### src/sv/dqps_pkg.sv
`timescale 1ns / 1ps
// ----------------------------------------------------------------------------
// dqps_pkg
// Shared types and constants for the dual queue priority scheduler.
// ----------------------------------------------------------------------------
package dqps_pkg;

    localparam int ID_W    = 10;
    localparam int FUNC_W  = 2;
    localparam int DEPTH_W = 4;
    localparam int CNT_W   = 16;

    localparam logic [FUNC_W-1:0] FUNC_ENQ_HI = 2'd0;
    localparam logic [FUNC_W-1:0] FUNC_ENQ_LO = 2'd1;
    localparam logic [FUNC_W-1:0] FUNC_TICK   = 2'd2;

    typedef enum logic [2:0] {
        ST_ACCEPTED  = 3'd0,
        ST_REFUSED   = 3'd1,
        ST_SERVED_HI = 3'd2,
        ST_SERVED_LO = 3'd3,
        ST_IDLE      = 3'd4
    } t_status;

    typedef struct packed {
        logic [FUNC_W-1:0] func;
        logic [ID_W-1:0]   item_id;
    } t_in_item;

    typedef struct packed {
        t_status            status;
        logic [ID_W-1:0]    served_id;
        logic [DEPTH_W-1:0] high_depth;
        logic [DEPTH_W-1:0] low_depth;
        logic [CNT_W-1:0]   high_served_total;
        logic [CNT_W-1:0]   low_served_total;
        logic [CNT_W-1:0]   refused_total;
        logic [CNT_W-1:0]   idle_total;
    } t_out_item;

    typedef struct packed {
        logic push;
        logic pop;
    } t_fifo_ctl;

    typedef struct packed {
        logic empty;
        logic full;
    } t_fifo_sts;

endpackage

### src/sv/dqps_satcnt.sv
`timescale 1ns / 1ps
// ----------------------------------------------------------------------------
// dqps_satcnt
// Saturating event counter; reports the value after this cycle's update.
// ----------------------------------------------------------------------------
module dqps_satcnt (
    input  logic                      i_clk,
    input  logic                      i_rst_n,
    input  logic                      i_inc,
    output logic [dqps_pkg::CNT_W-1:0] o_cnt_nxt
);

    logic [dqps_pkg::CNT_W-1:0] r_cnt;
    logic [dqps_pkg::CNT_W-1:0] n_cnt;

    always_comb begin
        n_cnt = r_cnt;
        if (i_inc && (r_cnt != '1)) begin
            n_cnt = r_cnt + 1'b1;
        end
    end

    always_ff @(posedge i_clk) begin
        if (!i_rst_n) begin
            r_cnt <= '0;
        end else begin
            r_cnt <= n_cnt;
        end
    end

    assign o_cnt_nxt = n_cnt;

endmodule

### src/sv/dqps_fifo.sv
`timescale 1ns / 1ps
// ----------------------------------------------------------------------------
// dqps_fifo
// Circular ID queue with a registered front entry; the storage array is
// read one entry ahead on each pop.
// ----------------------------------------------------------------------------
module dqps_fifo #(
    parameter int QUEUE_DEPTH = 8
) (
    input  logic                          i_clk,
    input  logic                          i_rst_n,
    input  dqps_pkg::t_fifo_ctl           i_ctl,
    input  logic [dqps_pkg::ID_W-1:0]     i_id,
    output dqps_pkg::t_fifo_sts           o_sts,
    output logic [dqps_pkg::ID_W-1:0]     o_front,
    output logic [$clog2(QUEUE_DEPTH+1)-1:0] o_fill_nxt
);

    localparam int AW = (QUEUE_DEPTH > 1) ? $clog2(QUEUE_DEPTH) : 1;
    localparam int FW = $clog2(QUEUE_DEPTH + 1);

    logic [dqps_pkg::ID_W-1:0] mem [QUEUE_DEPTH];
    logic [AW-1:0]             r_head;
    logic [AW-1:0]             r_tail;
    logic [FW-1:0]             r_fill;
    logic [dqps_pkg::ID_W-1:0] r_front;
    logic [AW-1:0]             n_head;
    logic [AW-1:0]             n_tail;
    logic [FW-1:0]             n_fill;

    function automatic logic [AW-1:0] ptr_inc(input logic [AW-1:0] p);
        logic [AW-1:0] q;
        q = (p == AW'(QUEUE_DEPTH - 1)) ? '0 : p + 1'b1;
        return q;
    endfunction

    always_comb begin
        n_head = r_head;
        n_tail = r_tail;
        n_fill = r_fill;
        if (i_ctl.push) begin
            n_tail = ptr_inc(r_tail);
            n_fill = r_fill + 1'b1;
        end else if (i_ctl.pop) begin
            n_head = ptr_inc(r_head);
            n_fill = r_fill - 1'b1;
        end
    end

    always_ff @(posedge i_clk) begin
        if (!i_rst_n) begin
            r_head <= '0;
            r_tail <= '0;
            r_fill <= '0;
        end else begin
            r_head <= n_head;
            r_tail <= n_tail;
            r_fill <= n_fill;
        end
    end

    always_ff @(posedge i_clk) begin
        if (i_ctl.push) begin
            mem[r_tail] <= i_id;
        end
    end

    always_ff @(posedge i_clk) begin
        if (i_ctl.push && (r_fill == '0)) begin
            r_front <= i_id;
        end else if (i_ctl.pop && (r_fill > FW'(1))) begin
            r_front <= mem[n_head];
        end
    end

    assign o_sts.empty = (r_fill == '0);
    assign o_sts.full  = (r_fill == FW'(QUEUE_DEPTH));
    assign o_front     = r_front;
    assign o_fill_nxt  = n_fill;

    a_fill_bound: assert property (@(posedge i_clk) disable iff (!i_rst_n)
        r_fill <= FW'(QUEUE_DEPTH))
        else $error("queue fill above depth");

endmodule

### src/sv/dual_queue_priority_scheduler.sv
`timescale 1ns / 1ps
// ----------------------------------------------------------------------------
// dual_queue_priority_scheduler
// Two ID queues served in strict priority, with saturating event totals.
// The result is registered at the edge that takes the item.
// Throughput: 1 transaction per cycle, set by the single output register; a stalled output holds the input.
// Reset clears queue pointers, fills, totals and the output valid.
// Queue storage is not cleared; entries are read only after being written.
// ----------------------------------------------------------------------------
module dual_queue_priority_scheduler #(
    parameter int QUEUE_DEPTH = 8
) (
    input  logic                i_clk,
    input  logic                i_rst_n,
    input  logic                i_in_valid,
    output logic                o_in_stall,
    input  dqps_pkg::t_in_item  i_in_data,
    output logic                o_out_valid,
    input  logic                i_out_stall,
    output dqps_pkg::t_out_item o_out_data
);

    localparam int FW = $clog2(QUEUE_DEPTH + 1);

    logic                      in_acc;
    logic                      is_enq_hi;
    logic                      is_enq_lo;
    logic                      is_tick;
    dqps_pkg::t_fifo_ctl       hi_ctl;
    dqps_pkg::t_fifo_ctl       lo_ctl;
    dqps_pkg::t_fifo_sts       hi_sts;
    dqps_pkg::t_fifo_sts       lo_sts;
    logic [dqps_pkg::ID_W-1:0] hi_front;
    logic [dqps_pkg::ID_W-1:0] lo_front;
    logic [FW-1:0]             hi_fill_nxt;
    logic [FW-1:0]             lo_fill_nxt;
    logic                      refuse;
    logic                      idle;
    logic [dqps_pkg::CNT_W-1:0] hi_cnt_nxt;
    logic [dqps_pkg::CNT_W-1:0] lo_cnt_nxt;
    logic [dqps_pkg::CNT_W-1:0] ref_cnt_nxt;
    logic [dqps_pkg::CNT_W-1:0] idle_cnt_nxt;
    dqps_pkg::t_out_item       n_out;
    dqps_pkg::t_out_item       r_out;
    logic                      r_out_valid;

    assign o_in_stall = r_out_valid && i_out_stall;
    assign in_acc     = i_in_valid && !o_in_stall;

    assign is_enq_hi = (i_in_data.func == dqps_pkg::FUNC_ENQ_HI);
    assign is_enq_lo = (i_in_data.func == dqps_pkg::FUNC_ENQ_LO);
    assign is_tick   = !is_enq_hi && !is_enq_lo;

    assign hi_ctl.push = in_acc && is_enq_hi && !hi_sts.full;
    assign lo_ctl.push = in_acc && is_enq_lo && !lo_sts.full;
    assign hi_ctl.pop  = in_acc && is_tick && !hi_sts.empty;
    assign lo_ctl.pop  = in_acc && is_tick && hi_sts.empty && !lo_sts.empty;
    assign refuse      = in_acc && ((is_enq_hi && hi_sts.full) || (is_enq_lo && lo_sts.full));
    assign idle        = in_acc && is_tick && hi_sts.empty && lo_sts.empty;

    dqps_fifo #(.QUEUE_DEPTH(QUEUE_DEPTH)) u_hi_fifo (
        .i_clk      (i_clk),
        .i_rst_n    (i_rst_n),
        .i_ctl      (hi_ctl),
        .i_id       (i_in_data.item_id),
        .o_sts      (hi_sts),
        .o_front    (hi_front),
        .o_fill_nxt (hi_fill_nxt)
    );

    dqps_fifo #(.QUEUE_DEPTH(QUEUE_DEPTH)) u_lo_fifo (
        .i_clk      (i_clk),
        .i_rst_n    (i_rst_n),
        .i_ctl      (lo_ctl),
        .i_id       (i_in_data.item_id),
        .o_sts      (lo_sts),
        .o_front    (lo_front),
        .o_fill_nxt (lo_fill_nxt)
    );

    dqps_satcnt u_hi_cnt (
        .i_clk(i_clk), .i_rst_n(i_rst_n), .i_inc(hi_ctl.pop), .o_cnt_nxt(hi_cnt_nxt)
    );

    dqps_satcnt u_lo_cnt (
        .i_clk(i_clk), .i_rst_n(i_rst_n), .i_inc(lo_ctl.pop), .o_cnt_nxt(lo_cnt_nxt)
    );

    dqps_satcnt u_ref_cnt (
        .i_clk(i_clk), .i_rst_n(i_rst_n), .i_inc(refuse), .o_cnt_nxt(ref_cnt_nxt)
    );

    dqps_satcnt u_idle_cnt (
        .i_clk(i_clk), .i_rst_n(i_rst_n), .i_inc(idle), .o_cnt_nxt(idle_cnt_nxt)
    );

    always_comb begin
        n_out.served_id = '0;
        priority if (refuse) begin
            n_out.status = dqps_pkg::ST_REFUSED;
        end else if (hi_ctl.pop) begin
            n_out.status    = dqps_pkg::ST_SERVED_HI;
            n_out.served_id = hi_front;
        end else if (lo_ctl.pop) begin
            n_out.status    = dqps_pkg::ST_SERVED_LO;
            n_out.served_id = lo_front;
        end else if (idle) begin
            n_out.status = dqps_pkg::ST_IDLE;
        end else begin
            n_out.status = dqps_pkg::ST_ACCEPTED;
        end
        n_out.high_depth        = dqps_pkg::DEPTH_W'(hi_fill_nxt);
        n_out.low_depth         = dqps_pkg::DEPTH_W'(lo_fill_nxt);
        n_out.high_served_total = hi_cnt_nxt;
        n_out.low_served_total  = lo_cnt_nxt;
        n_out.refused_total     = ref_cnt_nxt;
        n_out.idle_total        = idle_cnt_nxt;
    end

    always_ff @(posedge i_clk) begin
        if (!i_rst_n) begin
            r_out_valid <= 1'b0;
        end else if (in_acc) begin
            r_out_valid <= 1'b1;
        end else if (!i_out_stall) begin
            r_out_valid <= 1'b0;
        end
    end

    always_ff @(posedge i_clk) begin
        if (in_acc) begin
            r_out <= n_out;
        end
    end

    assign o_out_valid = r_out_valid;
    assign o_out_data  = r_out;

    a_hi_first: assert property (@(posedge i_clk) disable iff (!i_rst_n)
        (in_acc && is_tick && !hi_sts.empty) |=> (r_out.status == dqps_pkg::ST_SERVED_HI))
        else $error("tick with high entries not served from high queue");

    a_full_refused: assert property (@(posedge i_clk) disable iff (!i_rst_n)
        (in_acc && is_enq_lo && lo_sts.full) |=> (r_out.status == dqps_pkg::ST_REFUSED))
        else $error("enqueue into full low queue not refused");

    a_one_pop: assert property (@(posedge i_clk) disable iff (!i_rst_n)
        !(hi_ctl.pop && lo_ctl.pop) && !(hi_ctl.push && lo_ctl.push))
        else $error("both queues updated by one transaction");

endmodule
### config.mk
export PLATFORM = sky130hd
export DESIGN_NAME = dual_queue_priority_scheduler
export DESIGN_NICKNAME = d
export VERILOG_FILES = /design/src/sv/dqps_pkg.sv /design/src/sv/dqps_satcnt.sv /design/src/sv/dqps_fifo.sv /design/src/sv/dual_queue_priority_scheduler.sv
export SDC_FILE = /design/constraint.sdc
export NUM_CORES = 1
export LEC_CHECK = 0
export ABC_AREA = 1
export BUFFER_PORTS_ARGS = -buffer_cell sky130_fd_sc_hd__buf_2
export CORE_ASPECT_RATIO = 0.7
export CORE_MARGIN = 3
export CORE_UTILIZATION = 25
export CTS_CLUSTER_DIAMETER = 60
export DETAILED_ROUTE_END_ITERATION = 10
export PLACE_DENSITY_LB_ADDON = 0.12
export SYNTH_ARGS = -nofsm -noshare
export SYNTH_HDL_FRONTEND = slang
export SYNTH_SLANG_ARGS = --single-unit
### constraint.sdc
create_clock -name i_clk -period 5 [get_ports i_clk]
set_clock_uncertainty 0.1 [all_clocks]
set_input_delay 0.25 -clock i_clk [delete_from_list [all_inputs] [get_ports i_clk]]
set_output_delay 0.25 -clock i_clk [all_outputs]
set_load 0.005 [all_outputs]
==> results of run 1 <==
-- power by group --
part	leakage [uW]	total [uW]	internal [uW]	switching (uW)
clock	0.000640	3010	1760	1250
combinational	0.00373	739	213	525
sequential	0.00318	3300	3250	53.2
total	0.00755	7050	5220	1830
-- logic make-up (layout without fill, tap and decap cells) --
logic type | Yosys count | in the layout | share of synthesized area
AO/OA/AOI/OAI | 92 | 92 | 0.0353
XOR/XNOR | 53 | 53 | 0.0314
adder cells (fa/ha/maj) | 19 | 19 | 0.0153
buffers and inverters | 257 | 397 | 0.0666
flip-flops | 350 | 350 | 0.623
other | 0 | 1 | 0
AND/OR/NAND/NOR | 786 | 786 | 0.228
-- cell type report --
cell class                 count  area [um^2]
antenna                        1         2.50
clock buffer                  56         1100
clock inverter                18          218
fill                        6278        42400
inverter                     204          769
multi-input combinational    950         4830
sequential                   350         9660
tap                          808         1010
timing repair buffer         119          646
-- metal layers --
metal,share of wire,wire (um),up-vias,track usage
met3,0.046,2030,57,0.0212
met2,0.41,18000,219,0.190
met4,0.020,875,0,0.0357
met1,0.53,23500,5277,0.213
li1,-,-,5417,-
met5,0,0,-,0
-- how the worst max path moves through the flow --
stage / to / startpoint / slack [ps] / depth (start not counted)
final: u_hi_fifo.o_front[8]$_DFFE_PP_ / u_hi_fifo.r_fill[0]$_SDFF_PN0_ / 1470 / 13
after global routing: u_hi_fifo.o_front[8]$_DFFE_PP_ / u_hi_fifo.r_fill[0]$_SDFF_PN0_ / 1120 / 13
after CTS: u_hi_fifo.o_front[8]$_DFFE_PP_ / u_hi_fifo.r_fill[0]$_SDFF_PN0_ / 1430 / 13
after detailed placement: u_hi_fifo.o_front[8]$_DFFE_PP_ / u_hi_fifo.r_fill[0]$_SDFF_PN0_ / 1430 / 13
after global placement: u_hi_fifo.o_front[8]$_DFFE_PP_ / u_hi_fifo.r_fill[0]$_SDFF_PN0_ / 1510 / 13
after floorplan: u_hi_fifo.o_front[0]$_DFFE_PP_ / o_out_valid$_SDFFE_PN0P_ / 2030 / 13
-- what timing repair did --
| item | CTS | global route |
|---|---|---|
| hold buffers | 3 | 0 |
| hold endpoints to repair | 7 | 0 |
| setup endpoints to repair | 0 | 0 |
-- critical path, stage by stage (launching register included) --
cell	delay [ps]
dfxtp_1	370
inv_1	100
ha_1	250
nand3_4	130
inv_2	40
nor2_2	690
nand2_1	100
buf_4	320
nand2_2	670
nand2_1	110
nand3_1	110
nand3_1	80
nand3_1	120
nand2_1	70
-- sequential cells by signal (all words and copies together), names as in the netlist, 10 cells and up --
| register | cells |
|---|---|
| u_ref_cnt.r_cnt | 16 |
| u_lo_fifo.mem | 80 |
| u_hi_cnt.r_cnt | 16 |
| u_hi_fifo.o_front | 10 |
| u_idle_cnt.r_cnt | 16 |
| u_lo_fifo.o_front | 10 |
| o_out_data | 85 |
| u_lo_cnt.r_cnt | 16 |
| u_hi_fifo.mem | 80 |
-- cells in the final DEF, fill, tap and decap left out, types with 19 or more instances in the layout --
cell type  instances
xor2_1            37
clkbuf_16         41
nand3_1          213
ha_1              19
nor2_1            89
nand2_1          381
edfxtp_1         265
dfxtp_1           85
nor3_1            30
inv_1            190
buf_2            102
a21oi_1           50
-- metrics by stage --
step | worst slack (ps) | total power (uW)
6_report | 1470 | 7050
3_5_place_dp | 1430 | 4120
3_3_place_gp | 1510 | 4110
5_1_grt | 1120 | 7380
4_1_cts | 1430 | 7180
2_1_floorplan | 2030 | 3820
==> impl_metrics.tcl, run 1 <==
set metrics [dict create \
    cp_data_required_time_ps 5210 \
    postLayoutCoreUtil 0.301 \
    max-slew-margin-rel 0.162 \
    hold_depth 1 \
    synth_top_area_share 0.513 \
    grt_pass1_wl_um 68200 \
    die_w_um 304 \
    cts_tree "done" \
    powerDensity_nw_per_um2 387 \
    core-area_um2 60600 \
    arrival_ps 3740 \
    yosys.area.top_type "edfxtp_1" \
    synth.distinct_cells 46 \
    netlist_top_cells_count "nand2_1 (381), edfxtp_1 (265), nand3_1 (213)" \
    dieArea_um2 65100 \
    via_per_inst 4.38 \
    synthCells 1557 \
    wirelength_um 44400 \
    worstMarginPinSlew_ps 1250 \
    cts_sinks 350 \
    antenna_found_initial 2 \
    cts_htree_levels 2 \
    syn_area_um2 15500 \
    grtUsageTotal 0.135 \
    hold_ws_ps 29.1 \
    holdPathEnd "u_hi_fifo.mem[4][2]$_DFFE_PP_" \
    final_cell_area_um2 18200 \
    fp.dieH_um 214 \
    drt-initial-drc-count 859 \
    leakagePower_uw 0.00755 \
    synth_edf_count 265 \
    grt_max_degree 49 \
    cap_violations 0 \
    io_buffers 102 \
    r2r-end "u_hi_fifo.o_front[8]$_DFFE_PP_" \
    setup_viol 0 \
    ff2ff_setup_slack_ps 1470 \
    path_class "flop to flop" \
    yosys-top-cells-area "edfxtp_1 (51%), dfxtp_1 (11%), nand2_1 (9.2%)" \
    syn_avg_cell_area_um2 9.96 \
    peakVddDrop_mv 0.212 \
    rows 75 \
    clock.fmax_mhz 283 \
    globalRouteOverflowTotal 0 \
    dpl_cell_area_um2 16900 \
    grt_pass1_vias 10722 \
    reg2regPathDepth 13 \
    first_pass_iters 5 \
    status "finished, final reports clean" \
    syn_nets 1592 \
    clk_pin_slew_worst_paths_ps 60 \
    drc_errors 0 \
    dp.final_hpwl_um 29300 \
    r2r-start "u_hi_fifo.r_fill[0]$_SDFF_PN0_" \
    cts-buffers-inserted 41 \
    worst_setup_path_start_kind "flop" \
    cts_buffer_depth 3 \
    initial_utilization 0.256 \
    synth.yosys.seq_area_share 0.623 \
    gp_congestion 0.792 \
    drive_gt1_frac 0.133 \
    fin_crit_sh 0.706 \
    post-route-min-period_ps 3530 \
    fin_tns_setup_ps 0 \
    drv_slew 0 \
    stdcell_count 2506 \
    crit_fanout 41 \
    ys.flop_type "edfxtp_1" \
    ios 103 \
    area_growth_pct 17.6 \
    dp_cells 2428 \
    synth.most_common_cell "nand2_1" \
    synth-async-reset-ratio 0 \
    cts-root-buf "clkbuf_16" \
    postCtsSetupBuffers 0 \
    yosys_warnings 0 \
    clock_latency_ps 570 \
    synth_seq_cells 350 \
    wl_per_cell_um 17.7 \
    cts_resized 0 \
    nets 1701 \
    vias 10970 \
    end_kind "flop" \
    rsz0062_at_grt "false" \
    holdCritPathClass "input pin to flop" \
    min-delay-start "i_in_data[2]" \
    hold_viol_final 0 \
    ant_nets 0 \
]
Note: power is estimated with default switching activity, not from simulation.
==> inputs of run 2 (changes only) <==
Settings changed: ABC_AREA 1 to 0.
Clock period 5 ns to 2.9 ns, I/O delays scaled along.
==> run 2 against run 1 <==
Critical path depth is 2 lower. Highest routed layer unchanged. Count of clock-buffer cells in the layout is 1 higher. Sequential power is 71% higher. Hold slack better by 120 ps. Clock power is 67% higher. Total power is 65% higher. Final cell count is 22% lower. Die area is 9.2% lower. Area after synthesis is 9.4% lower. Non-clock buffer count is 79 higher.
==> impl_metrics.tcl, run 2 <==
set metrics [dict create \
    cap_violations 0 \
    grt_pass1_vias 8451 \
    via_per_inst 4.28 \
    grt_pass1_wl_um 53000 \
    status "finished, final reports clean" \
    io_buffers 102 \
    wl_per_cell_um 18.2 \
    ios 103 \
    syn_nets 1008 \
    path_class "flop to flop" \
    synth.most_common_cell "edfxtp_1" \
    worstMarginPinSlew_ps 855 \
    ys.flop_type "edfxtp_1" \
    setup_ws_ps 69.9 \
    area_growth_pct 25.4 \
    synth_top_family_by_area "simple AND/OR/NAND/NOR gates" \
    die_w_um 289 \
    drive_gt1_frac 0.250 \
    synth-async-reset-ratio 0 \
    globalRouteOverflowTotal 0 \
    synth.area.mux_share 0.0664 \
    synth_edf_count 265 \
    wirelength_um 35500 \
    yosys-top-cells-area "edfxtp_1 (57%), dfxtp_1 (12%), mux2i_1 (3.5%)" \
    fp.dieH_um 204 \
    cts_tree "done" \
    max-slew-margin-rel 0.430 \
    drc_errors 0 \
    yosys.area.top_type "edfxtp_1" \
    post-place-ws_ps -26.3 \
    rsz0062_at_grt "true" \
    rows 72 \
    initial_utilization 0.254 \
    path_buf_inv 4 \
    worst_setup_path_start_kind "flop" \
    dpl_cell_area_um2 16000 \
    synthCells 973 \
    synth-compound-area-share 0.0493 \
    drv_slew 0 \
    arrival_ps 3010 \
    first_pass_iters 4 \
    grtUsageTotal 0.119 \
    critical_path.max_stage_delay_ps 420 \
    synth_adder_area_share 0.0169 \
    post-route-min-period_ps 2830 \
    cp_cell_sequence "inv_4, ha_4, or3b_4, nor4_4, buf_4, mux2i_4, buf_12, buf_12, mux2i_4, a2bb2oi_1, o211ai_1" \
    nets 1212 \
    syn_area_um2 14000 \
    core-area_um2 55400 \
    cts_sinks 350 \
    layout_common_cells "edfxtp_1 (265), buf_2 (102), dfxtp_1 (81)" \
    synth_simple_gate_area_frac 0.123 \
    p_total_uw 11600 \
    netlist_top_cells_count "edfxtp_1 (265), dfxtp_1 (85), and2_1 (76)" \
    clk_pin_slew_worst_paths_ps 60 \
    clock_latency_ps 560 \
    crit_fanout 8 \
    largest_register_ffs 85 \
    postLayoutCoreUtil 0.318 \
    cpMaxStageDelayCell "or3b_4" \
    gp_congestion 0.717 \
    cts-root-buf "clkbuf_16" \
    syn_avg_cell_area_um2 14.4 \
    powerDensity_nw_per_um2 660 \
    ant_nets 0 \
    cts-buffers-inserted 39 \
    hold_viol_final 0 \
    leakagePower_uw 0.00671 \
    grt_max_degree 62 \
    end_kind "flop" \
    dp.final_hpwl_um 22800 \
    synthXorXnorAreaFrac 0.0399 \
    final_cell_area_um2 17600 \
    path_delay_family "simple AND/OR/NAND/NOR gates" \
    vias 8330 \
    setup_viol 0 \
    dieArea_um2 59100 \
    peakVddDrop_mv 0.289 \
    fin_crit_sh 0.976 \
    synth.yosys.seq_area_share 0.688 \
    yosys_warnings 0 \
    synth.distinct_cells 64 \
    cts_buffer_depth 3 \
    cp_data_required_time_ps 3080 \
    synth_seq_cells 350 \
    final_common_cell "edfxtp_1" \
    cts_htree_levels 2 \
    synth_top_area_share 0.566 \
    antenna_found_initial 1 \
    holdCritPathClass "input pin to flop" \
    clock.fmax_mhz 353 \
    drt-initial-drc-count 435 \
]
==> run 2: cell count changes after synthesis, moves of 20 or more <==
cell      delta
nand2_1    -317
nand3_1    -185
inv_1      -172
and2_1      +74
mux2i_1     +49
a21oi_1     -45
nor2_1      -43
xnor2_1     +21
nand2b_1    +20
==> run 2: path summary, 6_finish.rpt <==
path                                                  startpoint                          endpoint  slack (ps)  depth (start not counted)
worst max-delay path              u_hi_fifo.r_fill[1]$_SDFF_PN0_    u_lo_fifo.o_front[7]$_DFFE_PP_          70                         11
worst min-delay path                               i_in_data[11]      o_out_data[83]$_SDFFCE_PP0P_         150                          3
worst max register to register    u_hi_fifo.r_fill[1]$_SDFF_PN0_    u_lo_fifo.o_front[7]$_DFFE_PP_          70                         11
worst min register to register  u_lo_fifo.r_tail[2]$_SDFFE_PN0P_  u_lo_fifo.r_tail[2]$_SDFFE_PN0P_         390                          2
==> run 2: stage by stage <==
| step | hold WS [ps] | TNS [ps] | std cells |
|---|---|---|---|
| global route | 172 | -203 | 1946 |
| floorplan | 144 | -651 | 973 |
| finish | 146 | 0 | 1947 |
| CTS | 122 | 0 | 1932 |
| global placement | 265 | 0 | 1849 |
| detailed placement | 273 | -26.3 | 1849 |
==> run 2: repair_timing <==
item,4_1_cts,5_1_grt
pin swaps,0,3
hold buffers,13,0
gates resized for setup,1,16
cloned,0,3
buffers inserted,0,11
endpoints found under the setup margin,6,18
endpoints found under the hold margin,162,0
==> run 2: metal layers <==
metal / global-route usage / share of wire / vias to the layer above
li1: - / - / 4037
met4: 0.0340 / 0.019 / 0
met3: 0.0244 / 0.048 / 52
met5: 0 / 0 / -
met2: 0.176 / 0.43 / 136
met1: 0.176 / 0.50 / 4105
==> run 2: cell type report <==
| cell class | count | area [um^2] |
|---|---|---|
| Antenna cell | 1 | 2.50 |
| Tap cell | 740 | 926 |
| Timing Repair Buffer | 198 | 1370 |
| Sequential cell | 350 | 9670 |
| Inverter | 20 | 90.1 |
| Clock buffer | 57 | 1150 |
| Fill cell | 5496 | 37800 |
| Clock inverter | 13 | 148 |
| Multi-Input combinational cell | 568 | 4280 |
==> run 2: logic make-up (layout without fill, tap and decap cells) <==
group                      Yosys count  count (layout)
DFF                                350             350
and+or+nand+nor                    319             319
AOI/OAI and AO/OA                   89              89
muxes                               77              77
xor gates and xnor gates            64              64
buffers and inverters               55             288
adders and majority gates           19              19
other                                0               1
==> run 2: where the power goes <==
group	leakage (uW)	total [uW]	switching [uW]	internal, uW
Combinational	0.00291	982	541	441
Sequential	0.00316	5630	73.0	5560
Clock	0.000636	5020	2010	3010
==> run 2: worst min-delay path: stages <==
cell and delay [ps]:
buf_2 170, nand4_2 240, nand2_1 80
